## config.mk

```make
export PLATFORM = sky130hd
export DESIGN_NAME = adc_ladder_keypad_decoder_flat
export DESIGN_NICKNAME = d
export VERILOG_FILES = /design/src/rtl/alkd_pkg.sv /design/src/rtl/alkd_channels.sv /design/src/rtl/alkd_tracker.sv /design/src/rtl/alkd_queue.sv /design/src/rtl/adc_ladder_keypad_decoder.sv /design/src/flat_wrapper.sv
export VERILOG_INCLUDE_DIRS = /design/src /design/src/rtl
export SDC_FILE = /design/constraint.sdc
export NUM_CORES = 1
export LEC_CHECK = 0
export BUFFER_PORTS_ARGS = -buffer_cell sky130_fd_sc_hd__buf_2
export CAP_MARGIN = 10
export CORE_MARGIN = 1
export CORE_UTILIZATION = 26
export CTS_CLUSTER_DIAMETER = 40
export DETAILED_ROUTE_END_ITERATION = 6
export GPL_TIMING_DRIVEN = 0
export SLEW_MARGIN = 10
export SYNTH_ARGS = -nofsm -noshare
export SYNTH_HDL_FRONTEND = slang
export SYNTH_SLANG_ARGS = --single-unit
```

## constraint.sdc

```tcl
create_clock -name clock -period 10.2 [get_ports clock]
set_input_delay 1.53 -clock clock [delete_from_list [all_inputs] [get_ports clock]]
set_output_delay 1.53 -clock clock [all_outputs]
set_load 0.1 [all_outputs]
```

## src/rtl/adc_ladder_keypad_decoder_defines.svh

```systemverilog
// ----------------------------------------------------------------------------
// adc_ladder_keypad_decoder_defines.svh
// Assertion macros for the keypad decoder. Assertions compile out when
// ASSERT_OFF is defined.
// ----------------------------------------------------------------------------
`ifndef ADC_LADDER_KEYPAD_DECODER_DEFINES_SVH
`define ADC_LADDER_KEYPAD_DECODER_DEFINES_SVH

`ifndef ASSERT_OFF
// checked only outside reset
`define ALKD_ASSERT(label, prop, msg) \
   label: assert property (@(posedge clock) disable iff (reset) (prop)) else $error(msg);
// checked at every edge, reset included
`define ALKD_ASSERT_ALWAYS(label, prop, msg) \
   label: assert property (@(posedge clock) (prop)) else $error(msg);
`else
`define ALKD_ASSERT(label, prop, msg)
`define ALKD_ASSERT_ALWAYS(label, prop, msg)
`endif

`endif

```

## src/rtl/alkd_pkg.sv

```systemverilog
// ----------------------------------------------------------------------------
// alkd_pkg
// Shared types, codes and reset values of the keypad decoder.
// ----------------------------------------------------------------------------
`default_nettype none

package alkd_pkg;

   // default sizes
   localparam int DEF_QUEUE_DEPTH = 16;
   localparam int DEF_ADC_BITS    = 8;
   localparam int DEF_COUNT_BITS  = 16;

   // fixed field widths
   localparam int CODE_W    = 4;
   localparam int BAND_W    = 3;
   localparam int THR_W     = 8;
   localparam int LIMIT_W   = 16;
   localparam int CSR_IDX_W = 3;
   localparam int CSR_DAT_W = 16;

   // request types
   typedef enum logic [1:0] {
      REQ_SAMPLE = 2'd0,
      REQ_READ   = 2'd1,
      REQ_INJECT = 2'd2,
      REQ_NOP    = 2'd3
   } req_kind_type;

   // band codes
   localparam logic [BAND_W-1:0] BAND_GAP     = 3'd0;
   localparam logic [BAND_W-1:0] BAND_KEY1    = 3'd1;
   localparam logic [BAND_W-1:0] BAND_KEY2    = 3'd2;
   localparam logic [BAND_W-1:0] BAND_KEY3    = 3'd3;
   localparam logic [BAND_W-1:0] BAND_KEY4    = 3'd4;
   localparam logic [BAND_W-1:0] BAND_RELEASE = 3'd5;

   // offset from short code to long code
   localparam logic [CODE_W-1:0] LONG_OFFSET = 4'd4;
   localparam logic [CODE_W-1:0] CODE_NONE   = 4'd0;

   // register indexes
   localparam logic [CSR_IDX_W-1:0] REG_BAND1_UPPER    = 3'd0;
   localparam logic [CSR_IDX_W-1:0] REG_BAND2_UPPER    = 3'd1;
   localparam logic [CSR_IDX_W-1:0] REG_BAND3_UPPER    = 3'd2;
   localparam logic [CSR_IDX_W-1:0] REG_BAND4_UPPER    = 3'd3;
   localparam logic [CSR_IDX_W-1:0] REG_RELEASE_ABOVE  = 3'd4;
   localparam logic [CSR_IDX_W-1:0] REG_DEBOUNCE_COUNT = 3'd5;
   localparam logic [CSR_IDX_W-1:0] REG_LONG_COUNT     = 3'd6;

   // register reset values
   localparam logic [THR_W-1:0]   RST_BAND1_UPPER    = 8'd100;
   localparam logic [THR_W-1:0]   RST_BAND2_UPPER    = 8'd140;
   localparam logic [THR_W-1:0]   RST_BAND3_UPPER    = 8'd180;
   localparam logic [THR_W-1:0]   RST_BAND4_UPPER    = 8'd240;
   localparam logic [THR_W-1:0]   RST_RELEASE_ABOVE  = 8'd245;
   localparam logic [LIMIT_W-1:0] RST_DEBOUNCE_COUNT = 16'd3;
   localparam logic [LIMIT_W-1:0] RST_LONG_COUNT     = 16'd30;

   // register write word
   typedef struct packed {
      logic                 en;
      logic [CSR_IDX_W-1:0] index;
      logic [CSR_DAT_W-1:0] data;
   } cfg_wr_type;

   // press event from the tracker
   typedef struct packed {
      logic              push;
      logic [CODE_W-1:0] code;
   } event_type;

   // command to the key ring
   typedef struct packed {
      logic              en;
      logic              push;
      logic [CODE_W-1:0] push_code;
      logic              pop;
   } qcmd_type;

endpackage

`default_nettype wire

```

## src/rtl/alkd_channels.sv

```systemverilog
// ----------------------------------------------------------------------------
// alkd_channels
// Valid/ready channel interfaces of the keypad decoder.
// ----------------------------------------------------------------------------
`default_nettype none

// request channel
interface alkd_req_if #(parameter int ADC_BITS = alkd_pkg::DEF_ADC_BITS);
   logic                valid;
   logic                ready;
   logic [1:0]          req_type;
   logic [ADC_BITS-1:0] adc_sample;
   logic [3:0]          inject_code;

   modport source (output valid, req_type, adc_sample, inject_code, input ready);
   modport sink   (input valid, req_type, adc_sample, inject_code, output ready);
endinterface

// response channel
interface alkd_rsp_if;
   logic       valid;
   logic       ready;
   logic [3:0] key_code;
   logic [2:0] band;
   logic       event_pushed;

   modport source (output valid, key_code, band, event_pushed, input ready);
   modport sink   (input valid, key_code, band, event_pushed, output ready);
endinterface

// register write channel
interface alkd_csr_if;
   logic        valid;
   logic        ready;
   logic [2:0]  index;
   logic [15:0] data;

   modport source (output valid, index, data, input ready);
   modport sink   (input valid, index, data, output ready);
endinterface

`default_nettype wire

```

## src/rtl/alkd_tracker.sv

```systemverilog
// ----------------------------------------------------------------------------
// alkd_tracker
// Band classifier, configuration registers and dominant-band tracking with
// short and long press detection.
// ----------------------------------------------------------------------------
`default_nettype none

module alkd_tracker #(
   parameter int ADC_BITS   = alkd_pkg::DEF_ADC_BITS,
   parameter int COUNT_BITS = alkd_pkg::DEF_COUNT_BITS
) (
   input  wire                              clock,
   input  wire                              reset,
   input  alkd_pkg::cfg_wr_type             cfg,
   input  wire                              sample_en,
   input  wire  [ADC_BITS-1:0]              sample,
   output logic [alkd_pkg::BAND_W-1:0]      band,
   output alkd_pkg::event_type              evt
);

   // common width for count vs limit compares
   localparam int CMP_W = (COUNT_BITS > alkd_pkg::LIMIT_W) ? COUNT_BITS : alkd_pkg::LIMIT_W;
   localparam logic [COUNT_BITS-1:0] CNT_SAT = {COUNT_BITS{1'b1}};

   logic [alkd_pkg::THR_W-1:0]   band1_ff, band2_ff, band3_ff, band4_ff, rel_ff;
   logic [alkd_pkg::LIMIT_W-1:0] deb_ff, long_ff;
   logic [alkd_pkg::BAND_W-1:0]  dom_ff, dom_in;
   logic [COUNT_BITS-1:0]        run_ff, run_in, mis_ff, mis_in;

   logic [ADC_BITS-1:0]          t1, t2, t3, t4, tr;
   logic                         is_rel, dom_key, push_short, push_long;
   logic [alkd_pkg::BAND_W-1:0]  dom_c;
   logic [COUNT_BITS-1:0]        run_c, mis_c, run_n, mis_n;
   logic [CMP_W-1:0]             run_x, run_nx, deb_x, long_x;

   // configuration registers
   always_ff @(posedge clock) begin
      if (reset) begin
         band1_ff <= alkd_pkg::RST_BAND1_UPPER;
         band2_ff <= alkd_pkg::RST_BAND2_UPPER;
         band3_ff <= alkd_pkg::RST_BAND3_UPPER;
         band4_ff <= alkd_pkg::RST_BAND4_UPPER;
         rel_ff   <= alkd_pkg::RST_RELEASE_ABOVE;
         deb_ff   <= alkd_pkg::RST_DEBOUNCE_COUNT;
         long_ff  <= alkd_pkg::RST_LONG_COUNT;
      end else if (cfg.en) begin
         case (cfg.index)
            alkd_pkg::REG_BAND1_UPPER:    band1_ff <= cfg.data[alkd_pkg::THR_W-1:0];
            alkd_pkg::REG_BAND2_UPPER:    band2_ff <= cfg.data[alkd_pkg::THR_W-1:0];
            alkd_pkg::REG_BAND3_UPPER:    band3_ff <= cfg.data[alkd_pkg::THR_W-1:0];
            alkd_pkg::REG_BAND4_UPPER:    band4_ff <= cfg.data[alkd_pkg::THR_W-1:0];
            alkd_pkg::REG_RELEASE_ABOVE:  rel_ff   <= cfg.data[alkd_pkg::THR_W-1:0];
            alkd_pkg::REG_DEBOUNCE_COUNT: deb_ff   <= cfg.data;
            alkd_pkg::REG_LONG_COUNT:     long_ff  <= cfg.data;
            default: ;
         endcase
      end
   end

   // classify: first matching band wins
   always_comb begin
      t1 = ADC_BITS'(band1_ff);
      t2 = ADC_BITS'(band2_ff);
      t3 = ADC_BITS'(band3_ff);
      t4 = ADC_BITS'(band4_ff);
      tr = ADC_BITS'(rel_ff);
      if (sample < t1)                       band = alkd_pkg::BAND_KEY1;
      else if (sample < t2)                  band = alkd_pkg::BAND_KEY2;
      else if (sample >= t2 && sample < t3)  band = alkd_pkg::BAND_KEY3;
      else if (sample >= t3 && sample < t4)  band = alkd_pkg::BAND_KEY4;
      else if (sample > tr)                  band = alkd_pkg::BAND_RELEASE;
      else                                   band = alkd_pkg::BAND_GAP;
   end

   // run / mismatch update for one sample
   always_comb begin
      run_x  = CMP_W'(run_ff);
      deb_x  = CMP_W'(deb_ff);
      long_x = CMP_W'(long_ff);
      dom_key = (dom_ff >= alkd_pkg::BAND_KEY1) && (dom_ff <= alkd_pkg::BAND_KEY4);

      // debounced release: maybe a short press, then clear tracking
      is_rel     = (band == alkd_pkg::BAND_RELEASE) && (run_x > deb_x);
      push_short = is_rel && dom_key && (run_x < long_x);
      dom_c = is_rel ? alkd_pkg::BAND_GAP : dom_ff;
      run_c = is_rel ? '0 : run_ff;
      mis_c = is_rel ? '0 : mis_ff;

      run_n     = run_c;
      mis_n     = mis_c;
      push_long = 1'b0;
      if (band == dom_c) begin
         if (run_c != CNT_SAT) begin
            run_n = run_c + 1'b1;
         end
         run_nx    = CMP_W'(run_n);
         push_long = (run_c != CNT_SAT) && (run_nx == long_x) &&
                     (dom_c >= alkd_pkg::BAND_KEY1) && (dom_c <= alkd_pkg::BAND_KEY4);
      end else begin
         run_nx = CMP_W'(run_n);
         if (mis_c != CNT_SAT) begin
            mis_n = mis_c + 1'b1;
         end
      end

      dom_in = (run_n < mis_n) ? band : dom_c;
      run_in = run_n;
      mis_in = mis_n;

      evt.push = sample_en && (band != alkd_pkg::BAND_GAP) && (push_short || push_long);
      evt.code = push_short ? alkd_pkg::CODE_W'(dom_ff)
                            : alkd_pkg::CODE_W'(dom_c) + alkd_pkg::LONG_OFFSET;
   end

   // tracking state; gap samples leave it alone
   always_ff @(posedge clock) begin
      if (reset) begin
         dom_ff <= alkd_pkg::BAND_GAP;
         run_ff <= '0;
         mis_ff <= '0;
      end else if (sample_en && band != alkd_pkg::BAND_GAP) begin
         dom_ff <= dom_in;
         run_ff <= run_in;
         mis_ff <= mis_in;
      end
   end

endmodule

`default_nettype wire

```

## src/rtl/alkd_queue.sv

```systemverilog
// ----------------------------------------------------------------------------
// alkd_queue
// Overwriting key ring: code memory with one write and one registered read
// port, valid bit per entry, read and write pointers.
// ----------------------------------------------------------------------------
`default_nettype none

module alkd_queue #(
   parameter int QUEUE_DEPTH = alkd_pkg::DEF_QUEUE_DEPTH
) (
   input  wire                              clock,
   input  wire                              reset,
   input  alkd_pkg::qcmd_type               cmd,
   output logic [alkd_pkg::CODE_W-1:0]      rd_code
);

   localparam int PTR_W = $clog2(QUEUE_DEPTH);
   localparam logic [PTR_W-1:0] LAST = PTR_W'(QUEUE_DEPTH - 1);

   logic [alkd_pkg::CODE_W-1:0] queue_mem [QUEUE_DEPTH];
   logic [alkd_pkg::CODE_W-1:0] rdata_ff;
   logic                        hit_ff, hit_in;
   logic [QUEUE_DEPTH-1:0]      valid_ff, valid_in;
   logic [PTR_W-1:0]            wr_ptr_ff, wr_ptr_in, rd_ptr_ff, rd_ptr_in;
   logic [PTR_W-1:0]            last_wr, rd_addr;
   logic                        oldest_ok, rd_hit;

   // pick the oldest entry, else the newest slot
   always_comb begin
      last_wr   = (wr_ptr_ff == '0) ? LAST : wr_ptr_ff - 1'b1;
      oldest_ok = valid_ff[rd_ptr_ff];
      rd_addr   = oldest_ok ? rd_ptr_ff : last_wr;
      rd_hit    = valid_ff[rd_addr];
   end

   // pointer and valid bit update
   always_comb begin
      valid_in  = valid_ff;
      wr_ptr_in = wr_ptr_ff;
      rd_ptr_in = rd_ptr_ff;
      hit_in    = hit_ff;
      if (cmd.en) begin
         hit_in = cmd.pop && rd_hit;
      end
      if (cmd.pop) begin
         valid_in[rd_addr] = 1'b0;
         if (oldest_ok) begin
            rd_ptr_in = (rd_ptr_ff == LAST) ? '0 : rd_ptr_ff + 1'b1;
         end else if (rd_hit) begin
            rd_ptr_in = last_wr;
         end
      end
      if (cmd.push) begin
         valid_in[wr_ptr_ff] = 1'b1;
         wr_ptr_in = (wr_ptr_ff == LAST) ? '0 : wr_ptr_ff + 1'b1;
      end
   end

   always_ff @(posedge clock) begin
      if (reset) begin
         valid_ff  <= '0;
         wr_ptr_ff <= '0;
         rd_ptr_ff <= '0;
         hit_ff    <= 1'b0;
      end else begin
         valid_ff  <= valid_in;
         wr_ptr_ff <= wr_ptr_in;
         rd_ptr_ff <= rd_ptr_in;
         hit_ff    <= hit_in;
      end
   end

   // code memory, registered read
   always_ff @(posedge clock) begin
      if (cmd.push) begin
         queue_mem[wr_ptr_ff] <= cmd.push_code;
      end
      if (cmd.pop) begin
         rdata_ff <= queue_mem[rd_addr];
      end
   end

   // an invalid slot reads as no key
   assign rd_code = hit_ff ? rdata_ff : alkd_pkg::CODE_NONE;

endmodule

`default_nettype wire

```

## src/rtl/adc_ladder_keypad_decoder.sv

```systemverilog
// ----------------------------------------------------------------------------
// adc_ladder_keypad_decoder
// Resistor-ladder keypad decoder: classifies ADC samples into key bands,
// detects short and long presses and keeps key codes in an overwriting ring.
//
//   channel   dir  handshake        payload
//   req_ch    in   valid / ready    req_type, adc_sample, inject_code
//   rsp_ch    out  valid / ready    key_code, band, event_pushed
//   csr_ch    in   valid / ready    index, data (ready is always high)
//
// One word is accepted per cycle while rsp_ch keeps taking words; the response
// word goes through the registered ring memory read in stage 1 and then
// through the output register.
// Tracking state and ring pointers update in the accept cycle, so the next
// word sees them at once. Reset is synchronous and needs no clearing pass.
// While rsp_ch stalls with the output register full, stage 1 can still take
// one word; once it holds one, ready stays low until the output is taken.
// ----------------------------------------------------------------------------
`default_nettype none
`include "adc_ladder_keypad_decoder_defines.svh"

module adc_ladder_keypad_decoder #(
   parameter int QUEUE_DEPTH = alkd_pkg::DEF_QUEUE_DEPTH,
   parameter int ADC_BITS    = alkd_pkg::DEF_ADC_BITS,
   parameter int COUNT_BITS  = alkd_pkg::DEF_COUNT_BITS
) (
   input  wire            clock,
   input  wire            reset,
   alkd_req_if.sink       req_ch,
   alkd_rsp_if.source     rsp_ch,
   alkd_csr_if.sink       csr_ch
);

   logic                          accept, is_sample, is_read, is_inject;
   alkd_pkg::cfg_wr_type          cfg;
   alkd_pkg::event_type           evt;
   alkd_pkg::qcmd_type            qcmd;
   logic [alkd_pkg::BAND_W-1:0]   band;
   logic [alkd_pkg::CODE_W-1:0]   q_code;

   logic                          s1_valid_ff, s1_valid_in, s1_adv;
   logic [alkd_pkg::BAND_W-1:0]   s1_band_ff;
   logic                          s1_pushed_ff;
   logic                          out_valid_ff, out_valid_in;
   logic [alkd_pkg::CODE_W-1:0]   out_code_ff;
   logic [alkd_pkg::BAND_W-1:0]   out_band_ff;
   logic                          out_pushed_ff;

   // register writes
   assign csr_ch.ready = 1'b1;
   assign cfg.en    = csr_ch.valid;
   assign cfg.index = csr_ch.index;
   assign cfg.data  = csr_ch.data;

   // request decode
   assign s1_adv       = s1_valid_ff && (!out_valid_ff || rsp_ch.ready);
   assign req_ch.ready = !s1_valid_ff || s1_adv;
   assign accept       = req_ch.valid && req_ch.ready;
   assign is_sample    = accept && (req_ch.req_type == alkd_pkg::REQ_SAMPLE);
   assign is_read      = accept && (req_ch.req_type == alkd_pkg::REQ_READ);
   assign is_inject    = accept && (req_ch.req_type == alkd_pkg::REQ_INJECT);

   alkd_tracker #(
      .ADC_BITS   (ADC_BITS),
      .COUNT_BITS (COUNT_BITS)
   ) u_tracker (
      .clock     (clock),
      .reset     (reset),
      .cfg       (cfg),
      .sample_en (is_sample),
      .sample    (req_ch.adc_sample),
      .band      (band),
      .evt       (evt)
   );

   // ring command: at most one push or one pop per word
   always_comb begin
      qcmd.en        = accept;
      qcmd.push      = is_inject || evt.push;
      qcmd.push_code = is_inject ? req_ch.inject_code : evt.code;
      qcmd.pop       = is_read;
   end

   alkd_queue #(
      .QUEUE_DEPTH (QUEUE_DEPTH)
   ) u_queue (
      .clock   (clock),
      .reset   (reset),
      .cmd     (qcmd),
      .rd_code (q_code)
   );

   // stage 1: waits on the memory read
   assign s1_valid_in = accept || (s1_valid_ff && !s1_adv);

   always_ff @(posedge clock) begin
      if (reset) begin
         s1_valid_ff <= 1'b0;
      end else begin
         s1_valid_ff <= s1_valid_in;
      end
   end

   always_ff @(posedge clock) begin
      if (accept) begin
         s1_band_ff   <= is_sample ? band : alkd_pkg::BAND_GAP;
         s1_pushed_ff <= qcmd.push;
      end
   end

   // output register
   assign out_valid_in = s1_adv || (out_valid_ff && !rsp_ch.ready);

   always_ff @(posedge clock) begin
      if (reset) begin
         out_valid_ff <= 1'b0;
      end else begin
         out_valid_ff <= out_valid_in;
      end
   end

   always_ff @(posedge clock) begin
      if (s1_adv) begin
         out_code_ff   <= q_code;
         out_band_ff   <= s1_band_ff;
         out_pushed_ff <= s1_pushed_ff;
      end
   end

   assign rsp_ch.valid        = out_valid_ff;
   assign rsp_ch.key_code     = out_code_ff;
   assign rsp_ch.band         = out_band_ff;
   assign rsp_ch.event_pushed = out_pushed_ff;

   // checks
   `ALKD_ASSERT(a_accept_fills_s1, accept |=> s1_valid_ff, "accepted word lost before stage 1")
   `ALKD_ASSERT(a_s1_holds, (s1_valid_ff && !s1_adv) |=> (s1_valid_ff && $stable(s1_band_ff)), "stalled stage 1 changed")
   `ALKD_ASSERT(a_code_only_on_read, (rsp_ch.valid && rsp_ch.key_code != alkd_pkg::CODE_NONE) |-> (rsp_ch.band == alkd_pkg::BAND_GAP), "key code and band on one word")
   `ALKD_ASSERT_ALWAYS(a_reset_empty, reset |=> (!rsp_ch.valid && !s1_valid_ff), "pipeline not empty after reset")

endmodule

`default_nettype wire

```

## src/flat_wrapper.sv

```systemverilog
// flat-port wrapper written by rule: the top's interface ports become plain ports
module adc_ladder_keypad_decoder_flat 
#(
   parameter int QUEUE_DEPTH = alkd_pkg::DEF_QUEUE_DEPTH,
   parameter int ADC_BITS    = alkd_pkg::DEF_ADC_BITS,
   parameter int COUNT_BITS  = alkd_pkg::DEF_COUNT_BITS
)
  (clock, reset, req_ch_valid, req_ch_req_type, req_ch_adc_sample, req_ch_inject_code, req_ch_ready, rsp_ch_valid, rsp_ch_key_code, rsp_ch_band, rsp_ch_event_pushed, rsp_ch_ready, csr_ch_valid, csr_ch_index, csr_ch_data, csr_ch_ready);
  alkd_req_if #(.ADC_BITS(ADC_BITS)) req_ch_i ();
  alkd_rsp_if rsp_ch_i ();
  alkd_csr_if csr_ch_i ();
  input  wire clock;
  input  wire reset;
  input wire logic [$bits(req_ch_i.valid)-1:0] req_ch_valid;
  input wire logic [$bits(req_ch_i.req_type)-1:0] req_ch_req_type;
  input wire logic [$bits(req_ch_i.adc_sample)-1:0] req_ch_adc_sample;
  input wire logic [$bits(req_ch_i.inject_code)-1:0] req_ch_inject_code;
  output wire logic [$bits(req_ch_i.ready)-1:0] req_ch_ready;
  output wire logic [$bits(rsp_ch_i.valid)-1:0] rsp_ch_valid;
  output wire logic [$bits(rsp_ch_i.key_code)-1:0] rsp_ch_key_code;
  output wire logic [$bits(rsp_ch_i.band)-1:0] rsp_ch_band;
  output wire logic [$bits(rsp_ch_i.event_pushed)-1:0] rsp_ch_event_pushed;
  input wire logic [$bits(rsp_ch_i.ready)-1:0] rsp_ch_ready;
  input wire logic [$bits(csr_ch_i.valid)-1:0] csr_ch_valid;
  input wire logic [$bits(csr_ch_i.index)-1:0] csr_ch_index;
  input wire logic [$bits(csr_ch_i.data)-1:0] csr_ch_data;
  output wire logic [$bits(csr_ch_i.ready)-1:0] csr_ch_ready;
  assign req_ch_i.valid = req_ch_valid;
  assign req_ch_i.req_type = req_ch_req_type;
  assign req_ch_i.adc_sample = req_ch_adc_sample;
  assign req_ch_i.inject_code = req_ch_inject_code;
  assign req_ch_ready = req_ch_i.ready;
  assign rsp_ch_valid = rsp_ch_i.valid;
  assign rsp_ch_key_code = rsp_ch_i.key_code;
  assign rsp_ch_band = rsp_ch_i.band;
  assign rsp_ch_event_pushed = rsp_ch_i.event_pushed;
  assign rsp_ch_i.ready = rsp_ch_ready;
  assign csr_ch_i.valid = csr_ch_valid;
  assign csr_ch_i.index = csr_ch_index;
  assign csr_ch_i.data = csr_ch_data;
  assign csr_ch_ready = csr_ch_i.ready;
  adc_ladder_keypad_decoder #(.QUEUE_DEPTH(QUEUE_DEPTH), .ADC_BITS(ADC_BITS), .COUNT_BITS(COUNT_BITS)) u_core (.clock(clock), .reset(reset), .req_ch(req_ch_i), .rsp_ch(rsp_ch_i), .csr_ch(csr_ch_i));
endmodule
```

==> results.md, run 1 <==
- The run finished with clean final reports.
- The start point of the worst hold path is u_core.s1_band_ff[2].
- The clock network accounts for 53.0% of the total power.
- The cell row count is 80.
- The critical path's top delay family is simple AND/OR/NAND/NOR gates.
- The die area is slightly below 50000 um2.
- The most common cell after layout, fill and taps aside is sky130_fd_sc_hd__nand2_1.
- The worst setup path is launched from an input pin.
- The cell repeated most along the worst path is sky130_fd_sc_hd__clkbuf_1.
- The worst hold path was traced through 0 stages.
- The clock tree from TritonCTS is built.
- The delay contributed by the slowest stage of the critical path is 0.58 ns.
- For this run, the top clock speed supported by timing is between 100 and 150 MHz.
- The final layout contains ~1700 nets.
- The post-route DRC violation count is 0.
- Setup repair after global routing left no endpoint under its margin.
- The maximum count of clock buffers along a single path is 3.
- In this run the number of H-tree levels came out at 2.
- The path depth of the worst reg2reg path is 25.
- The sum of routed wire length over all layers is about 38000 um.
- In this run the register-to-register setup slack is 1.58 ns.
- After clock tree synthesis, the clock-pin slew on the worst setup and hold paths is 0.05 ns.
- The data arrival time at the worst-slack endpoint is about 9.3 ns.
- Summed over all failing endpoints, the final setup total negative slack is 0 ns.
- The first global-routing pass estimated around 60000 um of wire.
- The post-synthesis instance area is 12660 um2.
- The final setup violation count is 0.
- The number of cells upsized or downsized after cts is 0.
- The count of pins over their slew limit is 0.
- In this run the post-CTS setup repair buffer count came out at 0.
- The via-per-instance ratio is roughly 5.0.
- The internal portion of the total power is 1.795 mW.
- At the pin with the least slew margin, the transition time is 1.112 ns.
- The initial utilization of the core area, before any placement, comes to 26.47%.
- The proportion of synthesized chip area in sequential cells is 40.15%.
- Of all cell types, the one taking the most synthesized area is sky130_fd_sc_hd__dfxtp_1.
- In the post-synthesis netlist, the biggest area contributors are sky130_fd_sc_hd__dfxtp_1 21%, sky130_fd_sc_hd__edfxtp_1 19%, sky130_fd_sc_hd__ha_1 9.0%, sky130_fd_sc_hd__nand2_1 7.5%, sky130_fd_sc_hd__nor2_1 4.9%.
- The initial antenna violation count is 0.
- Dividing the detail-routed wire length by the instance count gives roughly 17 um.
- The worst supply voltage drop on vdd is 0.1104 mV.
- For this block, the via count after detailed routing is between 10000 and 15000.
- Among all stages on the critical path, the largest delay is contributed by sky130_fd_sc_hd__or4_1.
- Detailed placement ended at an HPWL of 28350 um.
- The area growth from synthesis to layout is 18.10%.
- In the final layout, the share of cells above drive strength 1 is 9.547%.
- Counting every net in the synthesized netlist gives ~1600.
- The I/O pin count is 49.
- The clock arrives with 0.02578 ns of skew.
- For this design the static power due to leakage is 5.720 nW.
- The via count of the first global-routing pass was 10970.
- During placement, the flow inserted port buffers numbering 46.
- The largest fanout on the critical path is 10.
- After floorplanning, the core was sized to cover 47850 um2.
- Synthesis instantiated 78 different standard cells from the library.
- For the finished layout, the period the worst path requires is 9.160 ns.
- The detailed router finished its first iteration with 850 violations.
- Synthesis handed over a netlist of 1499 instances.
- The worst hold path terminates at u_core.rsp_ch.band[2].
- The kind of end point of the critical path is a register.
- The hold buffer count at CTS is 0.
- Among all flip-flop cells after synthesis, the most frequent one is sky130_fd_sc_hd__dfxtp_1.
- The pre-antenna-repair detailed-routing pass consisted of 6 iterations.
- Synthesis inferred between 200 and 250 register bits.
- The class of the most critical setup path is input pin to register.
- The path class of the tightest hold or removal check is register to register.
- Counting the buffers created by CTS gives 36.
- 0 antenna diodes ended up in the layout.
- The net switching power of the design is 0.6238 mW.
- The worst path required time is a little over 10 ns.
- Yosys printed 0 warnings.
- The total grt overflow is 0.
- Of the total power, combinational logic draws a little under a tenth.
- Of the total power, registers draw 37.7%.
- The switching portion of total power is 25.79%.
- Clock latency on the worst-skew pair, taken at its later pin, is 0.55 ns.
- The pin count of the biggest net entering global routing is 17.
- The count of antenna-violating nets left after detailed routing is 0.
- The number of enable flip-flop cells after synthesis is 80.
- The tree is rooted in a sky130_fd_sc_hd__clkbuf_16.
- Of all flip-flops after synthesis, the portion carrying an async set or reset was 0%.
- The placer congestion estimate is 0.9226.
- The library cells used most frequently in the layout, excluding fill and tap cells, are 252 x sky130_fd_sc_hd__nand2_1, 166 x sky130_fd_sc_hd__nor2_1, 134 x sky130_fd_sc_hd__dfxtp_1.
- Averaged over all synthesized cells, the footprint is about 8.4 um2.
- The startpoint of the worst-slack reg-to-reg timing path is u_core.u_tracker.run_ff[10].
- The filler cell count in the final layout is 4976.
- Of the post-synthesis cell area, the dominant cell type holds 21.18%.
- The worst pin sits at a relative slew slack of 25.71%.
- After layout, the design draws a total of 2.419 mW.
- The number of hold violations in the final report was 0.
- The number of buffers and inverters on the critical path is 7.
- The areal power density over the cells is 161.7 nW/um2.
- The worst register-to-register path ends at u_core.u_queue.queue_mem[12][1].
- The die outline height is around 220 um.
- The final critical path takes up 89.81% of the cycle.
- Clock tree synthesis found a total of 214 sinks.
- The overall routing resource usage is 15.40%.
- Across the run, the number of max-cap violations was 0.
- The die width is 222.7 um.
flip-flops by register name, summed over array words and instances, names as in the netlist, 8 cells and up:
signal,cells
u_core.u_tracker.band4_ff,8
u_core.u_tracker.band3_ff,8
u_core.u_tracker.band1_ff,8
u_core.u_tracker.run_ff,16
u_core.u_tracker.rel_ff,8
u_core.u_queue.valid_ff,16
u_core.u_tracker.mis_ff,16
u_core.u_tracker.long_ff,16
u_core.u_queue.queue_mem,64
u_core.u_tracker.band2_ff,8
u_core.u_tracker.deb_ff,16
cell families (layout without fill, tap and decap cells):
kind of cell / after synthesis / after routing / synth area share (%)
buffers and inverters: 170 / 284 / 5.286
AO/OA/AOI/OAI: 325 / 325 / 16.90
adder cells (fa/ha/maj): 91 / 91 / 8.990
flip-flops: 214 / 214 / 40.15
AND/OR/NAND/NOR: 626 / 626 / 22.82
multiplexers: 30 / 30 / 2.806
XOR/XNOR: 42 / 42 / 3.013
other: 1 / 1 / 0.02961
synth_stat cells (8+ instances only):
library cell,n
sky130_fd_sc_hd__nor2_1,166
sky130_fd_sc_hd__dfxtp_1,134
sky130_fd_sc_hd__nor3_1,28
sky130_fd_sc_hd__clkbuf_1,62
sky130_fd_sc_hd__nand3_1,39
sky130_fd_sc_hd__o211ai_1,15
sky130_fd_sc_hd__xnor2_1,21
sky130_fd_sc_hd__mux2i_1,22
sky130_fd_sc_hd__a22oi_1,11
sky130_fd_sc_hd__a21oi_1,104
sky130_fd_sc_hd__nor2b_1,17
sky130_fd_sc_hd__or3_1,8
sky130_fd_sc_hd__a31oi_1,15
sky130_fd_sc_hd__a21o_1,16
sky130_fd_sc_hd__o21ai_0,58
sky130_fd_sc_hd__and3_1,25
sky130_fd_sc_hd__nand2b_1,14
sky130_fd_sc_hd__a211o_1,17
sky130_fd_sc_hd__xor2_1,20
sky130_fd_sc_hd__a211oi_1,13
sky130_fd_sc_hd__nand4_1,18
sky130_fd_sc_hd__nand2_1,252
sky130_fd_sc_hd__nand3b_1,15
sky130_fd_sc_hd__and2_1,12
sky130_fd_sc_hd__o22ai_1,11
sky130_fd_sc_hd__ha_1,91
sky130_fd_sc_hd__edfxtp_1,80
sky130_fd_sc_hd__inv_1,88
worst max-delay path by stage:
stage	start	end	slack, ns	cells after the start
2_1_floorplan	req_ch_adc_sample[6]	u_core.u_queue.queue_mem[15][0]	2.58	25
3_3_place_gp	req_ch_adc_sample[2]	u_core.u_queue.queue_mem[13][0]	0.61	28
3_5_place_dp	req_ch_adc_sample[2]	u_core.u_queue.queue_mem[6][2]	0.64	28
4_1_cts	req_ch_adc_sample[2]	u_core.u_queue.queue_mem[12][1]	1.19	28
5_1_grt	req_ch_adc_sample[2]	u_core.u_queue.queue_mem[13][3]	0.37	28
6_report	req_ch_adc_sample[2]	u_core.u_queue.queue_mem[12][1]	1.04	28
layer usage:
layer	routed length (um)	vias to the layer above	track usage [%]
li1	-	5465	-
met1	16460	5283	18.96
met2	18110	325	25.97
met3	2215	84	3.055
met4	1299	0	6.763
met5	0	-	0
per-stage QoR:
step | setup slack [ns] | hold WS [ns] | utilization (%) | instances | cell area (um2)
after floorplan | 2.577 | 0.4003 | - | 1499 | 12660
after global placement | 0.6128 | 0.4169 | 28.56 | 2160 | 13660
after detailed placement | 0.6433 | 0.4213 | 28.60 | 2162 | 13680
after CTS | 1.187 | 0.4312 | 31.26 | 2228 | 14960
after global routing | 0.3723 | 0.4281 | 31.26 | 2228 | 14960
final | 1.040 | 0.4238 | 31.26 | 2228 | 14960
layout make-up:
| type | instances | area [um2] | share of cell area, % |
|---|---|---|---|
| Multi-Input combinational cell | 1115 | 6915 | 46.24 |
| Inverter | 89 | 334.1 | 2.234 |
| Sequential cell | 214 | 5085 | 34.00 |
| Clock buffer | 44 | 982.2 | 6.567 |
| Timing Repair Buffer | 48 | 245.2 | 1.640 |
| Tap cell | 615 | 769.5 | 5.145 |
| Clock inverter | 22 | 290.3 | 1.941 |
| Buffer | 81 | 335.3 | 2.242 |
power by group through the flow:
stage	sequential [mW]	combinational [mW]	clock (mW)
floorplan	0.938	0.135	0
global placement	0.929	0.217	0
detailed placement	0.930	0.222	0
CTS	0.912	0.223	1.31
global route	0.913	0.248	1.34
finish	0.912	0.224	1.28
(Power assumes the default switching activity.)
==> inputs of run 2 (changes only) <==
==> constraint.sdc (replaced) <==
create_clock -name clock -period 10.2 [get_ports clock]
set_input_delay 2.04 -clock clock [delete_from_list [all_inputs] [get_ports clock]]
set_output_delay 2.04 -clock clock [all_outputs]
set_load 0.1 [all_outputs]
==> run 2 against run 1 <==
Clock skew decreased by 0.0037 ns. Critical endpoint is now u_core.u_queue.queue_mem[12][2]. Highest routed layer unchanged. Largest power group unchanged. Clock power about the same. Critical path type unchanged. Largest cell class unchanged. Routed wire length about the same. Via count grew 0.56%. Sequential power is essentially flat.
==> results.md, run 2 (synthesis gave the netlist of run 1 again) <==
- Status: complete, no violations (unchanged).
- The fraction of the cycle the final worst path needs is 93.49% (was 89.81%).
- The post-route DRC violation count is 0 (unchanged).
- Setup repair after global routing missed its margin: no (unchanged).
- The top register by number of flip-flops is u_core.u_queue.queue_mem (unchanged).
- The count of antenna-violating nets left after detailed routing was 0 (unchanged).
- The path depth of the worst reg2reg path is 25 (unchanged).
- The die width came to 222.7 um (unchanged).
- The first-pass GRT wire length is 60010 um (unchanged).
- The worst supply voltage drop on vdd came to 0.1102 mV (was 0.1104 mV).
- The total grt overflow is 0 (unchanged).
- The clock tree from TritonCTS is built (unchanged).
- The peak clock frequency supported by timing was 104.9 MHz (was 109.2 MHz).
- The start point of the worst hold path is u_core.s1_band_ff[2] (unchanged).
- The clock tree root buffer cell is sky130_fd_sc_hd__clkbuf_16 (unchanged).
- The worst path required time was 10.36 ns (about the same).
- The number of diodes added for antenna fixing is 0 (unchanged).
- The startpoint of the worst-slack reg-to-reg timing path is u_core.u_tracker.run_ff[10] (unchanged).
- The clock network latency to the later pin of the worst-skew pair is 0.55 ns (about the same).
- The normalized max-slew margin was 26.27% (was 25.71%).
- The setup total negative slack was 0 ns (unchanged).
- The slew of the pin with the lowest slew margin is 1.104 ns (was 1.112 ns).
- The synthesis-to-layout area growth is 18.15% (was 18.10%).
- The largest clock skew in the final design is 0.02208 ns (was 0.02578 ns).
- The I/O pin count is 49 (unchanged).
- The number of hold violations in the final report is 0 (unchanged).
- The switching portion of total power is 25.75% (was 25.79%).
- The kind of end point of the critical path is a register (unchanged).
- The final standard cell area without fillers is 14960 um2 (about the same).
- The count of pins over their slew limit was 0 (unchanged).
- The startpoint type of the worst setup path is an input pin (unchanged).
- The TritonCTS buffer count is 36 (unchanged).
- The initial antenna violation count was 0 (unchanged).
- The placer congestion estimate was 0.9226 (unchanged).
- The path category of the worst min-delay check is register to register (unchanged).
- The sum of routed wire length over all layers was 38100 um (was 38080 um).
- The number of H-tree levels came to 2 (unchanged).
- The smallest hold slack is 0.4239 ns (was 0.4238 ns).
- The area of the core was 47850 um2 (unchanged).
- The number of buffer cells added on primary ports was 46 (unchanged).
- The areal power density over the cells is 161.6 nW/um2 (was 161.7 nW/um2).
- The sink of the worst hold path is u_core.rsp_ch.band[2] (unchanged).
- The number of sinks handled by clock tree synthesis came to 214 (unchanged).
- The via-per-instance ratio came to 5.035 (was 5.008).
- The hold buffer count at CTS is 0 (unchanged).
- The final setup violation count is 0 (unchanged).
- The die area is 49600 um2 (unchanged).
- The routed via count is 11220 (was 11160).
- The clock transition at the register clock pins on the worst setup and hold paths after CTS is 0.05 ns (about the same).
- The portion of total power attributed to the clock network is 53.0% (about the same).
- The pin count of the biggest net entering global routing is 17 (unchanged).
- The total placed instance area is 13680 um2 (unchanged).
- The worst hold path stage count was 0 (unchanged).
- The per-cell routed wire length is 17.10 um (was 17.09 um).
- Most used cells in the layout excluding fill and tap cells: 252 x sky130_fd_sc_hd__nand2_1, 166 x sky130_fd_sc_hd__nor2_1, 134 x sky130_fd_sc_hd__dfxtp_1 (unchanged).
- The cell row count was 80 (unchanged).
- The estimated wirelength of the detail-placed design was 28350 um (unchanged).
- The filler-free cell count of the finished design is 2228 (unchanged).
- The first-iteration detailed-routing DRC count is 897 (was 850).
- The design internal power is 1.795 mW (about the same).
- The via count of the first global-routing pass is 10970 (unchanged).
- The class of the most critical setup path is input pin to register (unchanged).
- The maximum count of clock buffers along a single path came to 3 (unchanged).
- The data arrival time at the worst-slack endpoint is 9.70 ns (was 9.32 ns).
- The flip-flop count of the largest register after layout is 64 (unchanged).
- The number of maximum-capacitance violations is 0 (unchanged).
- The most common cell after layout, fill and taps aside is sky130_fd_sc_hd__nand2_1 (unchanged).
- The effective utilization at floorplan is 26.47% (unchanged).
- The part of the power in registers is 37.7% (about the same).
- The leakage power total was 5.722 nW (was 5.720 nW).
- The detailed-routing iteration count for the pre-antenna-repair pass is 5 (was 6).
- The largest fanout on the critical path was 10 (unchanged).
- The fraction of final layout cells with drive strength greater than 1 came to 9.671% (was 9.547%).
- The worst flop-to-flop path endpoint was u_core.u_queue.queue_mem[12][2] (was u_core.u_queue.queue_mem[12][1]).
- The final layout net count is 1714 (unchanged).
- The instance count after placement with tap cells included is 2162 (unchanged).
- The shortest clock period the worst path allows after layout is 9.536 ns (was 9.160 ns).
- The slack of the worst reg-to-reg path was 1.65 ns (was 1.58 ns).
- The overall routing resource usage came to 15.40% (unchanged).
- The die outline height is 222.7 um (unchanged).
- The part of the power in combinational logic is 9.2% (about the same).
- The net switching power of the design is 0.6224 mW (was 0.6238 mW).
==> run 2: cell counts in the layout (fill, tap and decap cells not counted) <==
No cell type changed its count.
==> run 2: worst max-delay path: stages <==
cell and delay, ns:
sky130_fd_sc_hd__buf_2 0.16, sky130_fd_sc_hd__ha_1 0.31, sky130_fd_sc_hd__o21ai_0 0.14, sky130_fd_sc_hd__a21oi_1 0.06, sky130_fd_sc_hd__nor3_1 0.13, sky130_fd_sc_hd__o21ai_0 0.36
sky130_fd_sc_hd__and3_1 0.28, sky130_fd_sc_hd__clkbuf_1 0.19, sky130_fd_sc_hd__nand2_1 0.18, sky130_fd_sc_hd__clkbuf_1 0.46, sky130_fd_sc_hd__clkbuf_2 0.36, sky130_fd_sc_hd__clkbuf_1 0.40
sky130_fd_sc_hd__and2_1 0.20, sky130_fd_sc_hd__ha_1 0.14, sky130_fd_sc_hd__clkbuf_1 0.31, sky130_fd_sc_hd__nand4_1 0.22, sky130_fd_sc_hd__nor4_1 0.54, sky130_fd_sc_hd__nor2_1 0.30
sky130_fd_sc_hd__nand2_1 0.21, sky130_fd_sc_hd__xor2_1 0.23, sky130_fd_sc_hd__mux2_2 0.36, sky130_fd_sc_hd__o32ai_1 0.12, sky130_fd_sc_hd__o2111ai_1 0.14, sky130_fd_sc_hd__or4_1 0.58
sky130_fd_sc_hd__o31ai_1 0.35, sky130_fd_sc_hd__nand2_1 0.17, sky130_fd_sc_hd__buf_2 0.23, sky130_fd_sc_hd__nor3_1 0.51
==> run 2: final cells by class <==
class | instances | area, um2
tap | 615 | 769.5
timing repair buffer | 48 | 245.2
clock buffer | 44 | 982.2
buffer | 81 | 336.6
multi-input combinational | 1115 | 6920
fill | 4975 | 32880
clock inverter | 22 | 290.3
sequential | 214 | 5085
inverter | 89 | 334.1
==> run 2: worst max-delay path by stage <==
stage                                    start                               to  slack (ns)
after floorplan           req_ch_adc_sample[6]  u_core.u_queue.queue_mem[15][0]        2.07
after global placement    req_ch_adc_sample[2]  u_core.u_queue.queue_mem[13][0]        0.10
after detailed placement  req_ch_adc_sample[2]   u_core.u_queue.queue_mem[6][2]        0.13
after CTS                 req_ch_adc_sample[2]  u_core.u_queue.queue_mem[12][1]        0.68
after global routing      req_ch_adc_sample[2]   u_core.u_queue.queue_mem[5][0]        0.05
final                     req_ch_adc_sample[2]  u_core.u_queue.queue_mem[12][2]        0.66
==> run 2: metal layers <==
metal / track usage (%) / wire length, um / part of all wire, % / up-vias
li1: - / - / - / 5470
met5: 0 / 0 / 0 / -
met1: 18.96 / 16370 / 43 / 5277
met4: 6.763 / 1299 / 3.4 / 0
met2: 25.97 / 18000 / 47 / 380
met3: 3.055 / 2425 / 6.4 / 92
==> run 2: repair_timing <==
item | 4_1_cts | 5_1_grt
gates resized for setup | 0 | 3
endpoints found under the setup margin | 0 | 32
buffers inserted | 0 | 0
==> run 2: through the flow <==
| stage | worst slack [ns] | power [mW] | util (%) |
|---|---|---|---|
| floorplan | 2.067 | 1.073 | - |
| global placement | 0.1028 | 1.146 | 28.56 |
| detailed placement | 0.1333 | 1.152 | 28.60 |
| CTS | 0.6770 | 2.441 | 31.26 |
| global route | 0.05025 | 2.503 | 31.27 |
| finish | 0.6641 | 2.418 | 31.27 |
==> run 2: power groups by stage <==
stage	Sequential (mW)	Combinational [mW]	Clock, mW
3_3_place_gp	0.929	0.217	0
2_1_floorplan	0.938	0.135	0
5_1_grt	0.913	0.248	1.34
3_5_place_dp	0.930	0.222	0
6_report	0.912	0.223	1.28
4_1_cts	0.912	0.223	1.31
